[config.mk]
export PLATFORM = sky130hd
export DESIGN_NAME = extended_gcd_mod_inverse_unit
export DESIGN_NICKNAME = d
export VERILOG_FILES = /design/src/rtl/egcd_pkg.sv /design/src/rtl/extended_gcd_mod_inverse_unit.sv
export SDC_FILE = /design/constraint.sdc
export NUM_CORES = 2
export LEC_CHECK = 0
export BUFFER_PORTS_ARGS = -buffer_cell sky130_fd_sc_hd__buf_2
export CAP_MARGIN = 20
export CORE_MARGIN = 3
export CORE_UTILIZATION = 57
export CTS_CLUSTER_DIAMETER = 200
export CTS_CLUSTER_SIZE = 20
export DETAILED_ROUTE_END_ITERATION = 10
export GPL_TIMING_DRIVEN = 0
export PLACE_DENSITY = 0.78
export SYNTH_ARGS = -nofsm -noshare
export SYNTH_HDL_FRONTEND = slang
export SYNTH_SLANG_ARGS = --single-unit
[constraint.sdc]
create_clock -name clk -period 26.8 [get_ports clk]
set_input_delay 1.34 -clock clk [delete_from_list [all_inputs] [get_ports clk]]
set_output_delay 1.34 -clock clk [all_outputs]
set_load 0.005 [all_outputs]
[src/rtl/egcd_pkg.sv]
// Package for the extended Euclid / modular inverse unit: word types,
// widths, status codes and sequencer states. No dependencies.
package egcd_pkg;

    localparam int OP_W  = 63;  // operand and gcd width
    localparam int CO_W  = 64;  // signed coefficient width
    localparam int CNT_W = 6;   // quotient bit index, up to OP_W-1

    typedef enum logic [1:0] {
        STATUS_OK      = 2'd0,
        STATUS_NO_INV  = 2'd1,
        STATUS_MOD_ZERO = 2'd2
    } status_t;

    typedef enum logic [2:0] {
        ST_IDLE,
        ST_LOOP,
        ST_ALIGN,
        ST_DIVIDE,
        ST_UPDATE,
        ST_REDUCE,
        ST_EMIT
    } state_t;

    typedef struct packed {
        logic            action;     // 0 = gcd + Bezout, 1 = inverse mod b
        logic [OP_W-1:0] operand_a;
        logic [OP_W-1:0] operand_b;
    } in_word_t;

    typedef struct packed {
        logic [OP_W-1:0]        gcd_value;
        logic signed [CO_W-1:0] coef_x;
        logic signed [CO_W-1:0] coef_y;
        logic [OP_W-1:0]        inverse;
        logic [1:0]             status;
    } out_word_t;

endpackage

[src/rtl/extended_gcd_mod_inverse_unit.sv]
// Extended Euclid unit: gcd, Bezout coefficients and modular inverse.
// Depends on egcd_pkg (word types, status codes, sequencer states).
//
// Usage
//   in channel:  in_valid / in_stall / in_word (action, operand_a, operand_b).
//   out channel: out_valid / out_stall / out_word (gcd_value, coef_x, coef_y,
//   inverse, status). A word moves when valid is high and stall is low.
//   One input word gives exactly one output word.
//
// Timing
//   One word at a time. in_stall is low only in the idle state. Each Euclid
//   step runs on one shared compare/subtract unit: an align pass shifts the
//   divisor up one quotient bit at a time, a restoring divide pass makes
//   one quotient bit per cycle while the s/t products q*s1, q*t1 build up
//   by shift-and-add, then an update step. After the last step come the
//   inverse reduction (repeated subtraction of the modulus) and output load.
//
// Reset and stall
//   rst_n (async, active low) returns the sequencer to idle and drops
//   out_valid. The result sits in an output register; while out_stall holds
//   it, a new word may already be taken and worked on, and it waits in the
//   emit state until the output register frees up.
// Status: 2 = modulus zero, 1 = gcd not one (no inverse); inverse is 0 then.
module extended_gcd_mod_inverse_unit (
    input  logic                clk,
    input  logic                rst_n,
    input  logic                in_valid,
    output logic                in_stall,
    input  egcd_pkg::in_word_t  in_word,
    output logic                out_valid,
    input  logic                out_stall,
    output egcd_pkg::out_word_t out_word
);
    import egcd_pkg::*;

    state_t state_reg, state_next;

    // Euclid state: remainders and coefficient pairs
    logic            act_reg, act_next;
    logic [OP_W-1:0] mod_reg, mod_next;          // original b
    logic [OP_W-1:0] r0_reg, r0_next, r1_reg, r1_next;
    logic [CO_W-1:0] s0_reg, s0_next, s1_reg, s1_next;
    logic [CO_W-1:0] t0_reg, t0_next, t1_reg, t1_next;

    // shared divider
    logic [OP_W-1:0] rem_reg, rem_next;
    logic [OP_W-1:0] div_reg, div_next;
    logic [CNT_W-1:0] k_reg, k_next;
    logic [CO_W-1:0] ps_reg, ps_next, pt_reg, pt_next;  // q*s1, q*t1

    // inverse reduction
    logic [CO_W-1:0] red_reg, red_next;
    logic            neg_reg, neg_next;

    out_word_t out_reg, out_next;
    logic      out_valid_reg, out_valid_next;

    logic            grow_ok;      // divisor can double and stay <= remainder
    logic            qbit;
    logic [OP_W:0]   rem_diff;
    logic            red_more;
    logic            inv_wanted;
    logic            out_free;
    logic [CO_W-1:0] red_diff;

    assign grow_ok    = ({div_reg, 1'b0} <= {1'b0, rem_reg});
    assign rem_diff   = {1'b0, rem_reg} - {1'b0, div_reg};
    assign qbit       = ~rem_diff[OP_W];
    assign inv_wanted = act_reg && (mod_reg != '0) && (r0_reg == OP_W'(1));
    assign red_diff   = red_reg - {1'b0, mod_reg};
    assign red_more   = inv_wanted && (red_reg >= {1'b0, mod_reg});
    assign out_free   = !out_valid_reg || !out_stall;

    // next state
    always_comb
    begin
        state_next = state_reg;
        case (state_reg)
            ST_IDLE:   if (in_valid) state_next = ST_LOOP;
            ST_LOOP:   state_next = (r1_reg == '0) ? ST_REDUCE : ST_ALIGN;
            ST_ALIGN:  if (!grow_ok) state_next = ST_DIVIDE;
            ST_DIVIDE: if (k_reg == '0) state_next = ST_UPDATE;
            ST_UPDATE: state_next = ST_LOOP;
            ST_REDUCE: if (!red_more) state_next = ST_EMIT;
            ST_EMIT:   if (out_free) state_next = ST_IDLE;
            default:   state_next = ST_IDLE;
        endcase
    end

    // handshake outputs
    always_comb
    begin
        in_stall  = (state_reg != ST_IDLE);
        out_valid = out_valid_reg;
        out_word  = out_reg;
    end

    // datapath
    always_comb
    begin
        act_next = act_reg;
        mod_next = mod_reg;
        r0_next  = r0_reg;
        r1_next  = r1_reg;
        s0_next  = s0_reg;
        s1_next  = s1_reg;
        t0_next  = t0_reg;
        t1_next  = t1_reg;
        rem_next = rem_reg;
        div_next = div_reg;
        k_next   = k_reg;
        ps_next  = ps_reg;
        pt_next  = pt_reg;
        red_next = red_reg;
        neg_next = neg_reg;
        out_next = out_reg;
        out_valid_next = out_valid_reg;

        if (out_valid_reg && !out_stall)
            out_valid_next = 1'b0;

        case (state_reg)
            ST_IDLE:
            begin
                if (in_valid)
                begin
                    act_next = in_word.action;
                    mod_next = in_word.operand_b;
                    r0_next  = in_word.operand_a;
                    r1_next  = in_word.operand_b;
                    s0_next  = CO_W'(1);
                    s1_next  = '0;
                    t0_next  = '0;
                    t1_next  = CO_W'(1);
                end
            end
            ST_LOOP:
            begin
                // start a division step, or the inverse fold-in when done
                rem_next = r0_reg;
                div_next = r1_reg;
                k_next   = '0;
                ps_next  = '0;
                pt_next  = '0;
                neg_next = s0_reg[CO_W-1];
                red_next = s0_reg[CO_W-1] ? (CO_W'(0) - s0_reg) : s0_reg;
            end
            ST_ALIGN:
            begin
                if (grow_ok)
                begin
                    div_next = {div_reg[OP_W-2:0], 1'b0};
                    k_next   = k_reg + CNT_W'(1);
                end
            end
            ST_DIVIDE:
            begin
                if (qbit)
                    rem_next = rem_diff[OP_W-1:0];
                div_next = {1'b0, div_reg[OP_W-1:1]};
                ps_next  = {ps_reg[CO_W-2:0], 1'b0} + (qbit ? s1_reg : '0);
                pt_next  = {pt_reg[CO_W-2:0], 1'b0} + (qbit ? t1_reg : '0);
                if (k_reg != '0)
                    k_next = k_reg - CNT_W'(1);
            end
            ST_UPDATE:
            begin
                r0_next = r1_reg;
                r1_next = rem_reg;
                s0_next = s1_reg;
                s1_next = s0_reg - ps_reg;
                t0_next = t1_reg;
                t1_next = t0_reg - pt_reg;
            end
            ST_REDUCE:
            begin
                if (red_more)
                    red_next = red_diff;
            end
            ST_EMIT:
            begin
                if (out_free)
                begin
                    out_next.gcd_value = r0_reg;
                    out_next.coef_x    = s0_reg;
                    out_next.coef_y    = t0_reg;
                    out_next.inverse   = '0;
                    out_next.status    = STATUS_OK;
                    if (act_reg)
                    begin
                        if (mod_reg == '0)
                            out_next.status = STATUS_MOD_ZERO;
                        else if (r0_reg != OP_W'(1))
                            out_next.status = STATUS_NO_INV;
                        else if (neg_reg && (red_reg != '0))
                            out_next.inverse = mod_reg - red_reg[OP_W-1:0];
                        else if (!neg_reg)
                            out_next.inverse = red_reg[OP_W-1:0];
                    end
                    out_valid_next = 1'b1;
                end
            end
            default:
            begin
            end
        endcase
    end

    // control registers
    always_ff @(posedge clk or negedge rst_n)
    begin
        if (!rst_n)
        begin
            state_reg     <= ST_IDLE;
            out_valid_reg <= 1'b0;
        end
        else
        begin
            state_reg     <= state_next;
            out_valid_reg <= out_valid_next;
        end
    end

    // payload registers
    always_ff @(posedge clk)
    begin
        act_reg <= act_next;
        mod_reg <= mod_next;
        r0_reg  <= r0_next;
        r1_reg  <= r1_next;
        s0_reg  <= s0_next;
        s1_reg  <= s1_next;
        t0_reg  <= t0_next;
        t1_reg  <= t1_next;
        rem_reg <= rem_next;
        div_reg <= div_next;
        k_reg   <= k_next;
        ps_reg  <= ps_next;
        pt_reg  <= pt_next;
        red_reg <= red_next;
        neg_reg <= neg_next;
        out_reg <= out_next;
    end

endmodule

### Word level (Yosys, flattened, before mapping)

Cells that the tools add are included.

* add/subtract/negate cells: 10
* order comparisons: 2
* equal/unequal tests: 17
* muxes and demuxes: 38
* bitwise logic cells: 1
* reduce and logical (&&, ||, !) cells: 30

Operators with widths (count)
* $pmux 64 s2: 7
* $mux 64: 6
* $mux 63: 6
* $pmux 63 s2: 3
* $pmux 63 s3: 1
* $add 64x64->64: 2
* $sub 64x64->64: 2
* $logic_not 63->1: 2
* $ge 64x63->1: 1
* $le 64x63->1: 1
* $reduce_bool 64->1: 1
* $sub 1x64->64 const A: 1
* $sub 63x63->64: 1
* $sub 64x63->64: 1
* $eq 63x1->1 const B: 1
* $ne 63x1->1 const B: 1
* $reduce_bool 63->1: 1
* $sub 63x63->63: 1
* $pmux 3 s7: 1
* $mux 3: 6
* $ne 2x2->1 const B: 9
* $pmux 6 s3: 1
* $mux 6: 2
* $reduce_and 2->1: 6
* other kinds (20): 34

* register bits after elaboration: 1031
* bits of input ports: 131
* output and inout port bits: 258
* logic and storage cells: 121

### Longest topological paths before layout

* depth in word-level cells: 6
* mapped depth: 28
* gate-level depth less buffers: 25

### Worst setup path after synthesis

Ideal clock, no wire load.

* path kind: input -> register
* from: input port in_valid
* to: register r0_reg[0] (enable)
* library setup time: 1656 ps
* arrival time: 27915 ps
* data required time: 25144 ps
* path slack: -2771 ps
* stages: 2
* buffers on the path: 0
* path through: inv_1 -> o21ai_0

* longest elaborated chain between the ends: 2

RTL lines
* start, declared: line extended_gcd_mod_inverse_unit.sv:27 `input logic in_valid,`
* $ne 2x2->1 (no source line)
* $reduce_and 2->1 (no source line)
* end signal, assigned: line extended_gcd_mod_inverse_unit.sv:229 `r0_reg <= r0_next;`
* end, declared: line extended_gcd_mod_inverse_unit.sv:41 `logic [OP_W-1:0] r0_reg, r0_next, r1_reg, r1_next;`

No other way between the ends.
A chain may end at the register's enable or synchronous reset.

### Final worst setup path

* from: register div_reg[6]
* to: register pt_reg[63], data pin

* longest elaborated chain between the ends: 4

RTL lines
* start, declared: line extended_gcd_mod_inverse_unit.sv:47 `logic [OP_W-1:0] div_reg, div_next;`
* start signal, assigned: line extended_gcd_mod_inverse_unit.sv:236 `div_reg <= div_next;`
* $sub 63x63->64: line extended_gcd_mod_inverse_unit.sv:67 `assign rem_diff = {1'b0, rem_reg} - {1'b0, div_reg};`
* $mux 64: line extended_gcd_mod_inverse_unit.sv:162 `pt_next = {pt_reg[CO_W-2:0], 1'b0} + (qbit ? t1_reg : '0);`
* $add 64x64->64: line extended_gcd_mod_inverse_unit.sv:162
* $pmux 64 s2: line extended_gcd_mod_inverse_unit.sv:122 `case (state_reg)`
* end signal, assigned: line extended_gcd_mod_inverse_unit.sv:239 `pt_reg <= pt_next;`
* end, declared: line extended_gcd_mod_inverse_unit.sv:49 `logic [CO_W-1:0] ps_reg, ps_next, pt_reg, pt_next;`

No other way between the ends.

==> flow_metrics.tcl <==
set metrics [dict create \
    outcome "complete, no violations" \
    path_max_fanout 10 \
    first_pass_iters 8 \
    cts_buffers 57 \
    multi_input_area_um2 34200 \
    yosys-top-cells-area "edfxtp_1 45%, ha_1 9.3%, nand2_1 4.3%" \
    cts-root-buf "clkbuf_16" \
    wl_per_cell_um 26.3 \
    top_usage_layer "met2" \
    die_x_um 352 \
    grt_pass1_wl_um 349000 \
    fmax_mhz 98.9 \
    port_buffers 388 \
    placed_cells 9053 \
    gp_congestion 1.02 \
    drive_gt1_share_pct 7.32 \
    critPathRequiredTime_ns 27.39 \
    clock-sinks 1031 \
    ios 389 \
    yosysMostFrequentCell "edfxtp_1" \
    grt_use_met2_pct 57.8 \
    hold_buffers 0 \
    crit_top_cell "o21ai_0" \
    setup-violations-final 0 \
    cts_tree "built" \
    hold_viol 0 \
    grt_antenna_before_repair 21 \
    area_delta_synth_final_pct 9.38 \
    final.fill_count 10000 \
    grt_use_met1_pct 52.3 \
    grt_use_total_pct 37.9 \
    finClkSkew_ns 0.0446 \
    powerDensity_nw_per_um2 36.5 \
    setup_ws_ns 16.69 \
    yosysWarnings 0 \
    synthesis.area_um2 68100 \
    clk_pin_slew_worst_paths_ns 0.09 \
    start_kind "register" \
    arrival_ns 10.70 \
    synth_seq_area_share_pct 45.5 \
    hpwl_um 192000 \
    critPathSlowestCell "nor3_1" \
    rr_worst_depth 27 \
    nNetsFinal 8223 \
    cp_top_family "compound AO/OA/AOI/OAI gates" \
    synthCells 7085 \
    critPathKind "reg2reg" \
    drv_cap 0 \
    tightestPinTransition_ns 1.22 \
    synthTopCellsByCount "1027 x edfxtp_1, 775 x nand2_1, 560 x nor2_1" \
    syn_area_per_cell_um2 9.61 \
    cts_resized 0 \
    pre_cts_ws_ns 16.94 \
    rsz0062_at_grt "no" \
    cp.depth 27 \
    num_rows 126 \
    critPathCaptureType "register" \
    grt_overflow 0 \
    synth_area_leader_cell "edfxtp_1" \
    synthArstFlopShare_pct 0.388 \
    drv_slew 0 \
    grt_max_degree 90 \
    final-seq-area_um2 30900 \
    syn-num-nets 7729 \
    yosysUniqueCellTypes 80 \
    clk-insertion-delay-late_ns 0.74 \
    cp_num_buf_inv 3 \
    grt_pass1_vias 54500 \
    largest_reg_flops 256 \
    dr.first_iter.drc_count 7224 \
    vias 58400 \
    clockBufferDepth 3 \
    holdCritPathClass "in2async" \
    gr-usage-met3_pct 7.17 \
    via_per_inst 6.39 \
    htreeDepth 2 \
    slew_headroom_pct 19.0 \
    ys_seq_elements 1031 \
    layoutNonFillerInstCount 9142 \
    synth-edff-count 1027 \
    wl_um 240000 \
    ir_drop_mv 0.0543 \
    critPathMaxStageDelay_ns 0.66 \
    yosysTopAreaCellShare_pct 45.3 \
    fp.dieH_um 352 \
    core_area_um2 118000 \
    drc 0 \
    synth_ff_type "edfxtp_1" \
    start_util_pct 57.6 \
    dieArea_um2 124000 \
    postCtsSetupBuffers 0 \
    period_share_pct 37.7 \
    antenna_left 0 \
    power_leakage_nw 29.9 \
    fin_crit_ns 10.11 \
]
==> cell type report <==
class / count / share of cell area [%]
multi-input cells: 5246 / 45.9
flip-flops and latches: 1031 / 41.6
repair buffers: 435 / 3.77
well taps: 1536 / 2.58
inverters: 498 / 2.52
clock buffers: 70 / 2.01
plain buffers: 310 / 1.57
clock inverters: 3 / 0.0639
diodes: 13 / 0.0437
==> kinds of logic (layout without fill, tap and decap cells) <==
logic type	after synthesis	count (layout)	synth area share [%]
buffers and inverters	808	1316	4.46
DFF	1031	1031	45.5
adders and majority gates	513	513	9.52
other	0	13	0
and+or+nand+nor	2271	2271	15.9
muxes	68	68	1.00
AOI/OAI and AO/OA	1933	1933	17.7
xor gates and xnor gates	461	461	5.95
==> routing by layer <==
metal | routed length, µm | up-vias | part of all wire, %
met5 | 25 | - | 0.010
met4 | 13000 | 4 | 5.4
li1 | - | 26500 | -
met1 | 98000 | 28200 | 41
met2 | 105000 | 3199 | 44
met3 | 24600 | 509 | 10
==> worst register-to-register path, stage by stage (launching register included) <==
cell,delay (ns)
edfxtp_1,0.44
inv_1,0.07
ha_1,0.33
a211oi_1,0.44
nand3_1,0.13
nor3_1,0.63
nor4_1,0.30
o21ai_0,0.27
o211ai_1,0.22
a21oi_1,0.54
a21boi_0,0.25
nor2_2,0.43
buf_1,0.52
clkbuf_1,0.63
nor2b_1,0.12
ha_1,0.26
fa_1,0.46
a211oi_1,0.40
o21ai_0,0.21
a41oi_1,0.52
nor3_1,0.11
nor3_1,0.66
o21ai_0,0.48
a31oi_1,0.43
o21ai_0,0.23
a221oi_1,0.42
xnor3_1,0.38
nor2_1,0.10
==> path summary, 6_finish.rpt <==
check,slack [ns],to,from
max,16.69,pt_reg[63],div_reg[6]
min reg2reg,0.46,out_word[67],t0_reg[2]
min in group clk,0.46,out_word[67],t0_reg[2]
max reg2reg,16.69,pt_reg[63],div_reg[6]
min,0.44,out_valid,rst_n
max in group asynchronous,26.18,state_reg[0],rst_n
==> power by group <==
group / internal, mW / switching [mW] / total (mW)
Clock: 0.394 / 0.547 / 0.940
Sequential: 1.75 / 0.00000000000000000858 / 1.75
Combinational: 0.0102 / 0.0216 / 0.0318
==> layout by cell type (no fill, tap or decap), drive strengths merged, types with 16 or more instances in the layout <==
cell	instances
edfxtp	1027
or3	30
a21oi	542
a2bb2oi	35
o41ai	16
and3	49
nor4	88
nor2b	181
a211oi	42
and2	165
o21ai	547
nor3	74
inv	500
mux2i	67
nor2	560
buf	447
nand2b	60
o31ai	44
ha	505
a21o	291
nand3	107
o21bai	85
nand4	113
xor2	193
clkbuf	368
a21boi	24
o211ai	25
a31oi	57
xnor2	267
o21a	55
nand2	775
a221oi	20
==> stage by stage <==
step           TNS, ns  power, mW  hold WS [ns]  area, µm²  utilization [%]
2_1_floorplan        0       1.79         0.426      68100                -
3_3_place_gp   -443.39       1.81         0.444      71900             60.8
3_5_place_dp         0       1.81         0.441      72800             61.6
4_1_cts              0       2.72         0.397      74400             62.9
5_1_grt              0       2.77         0.424      74400             62.9
6_report             0       2.72         0.441      74400             63.0
Note: power is estimated with default switching activity, not from simulation.
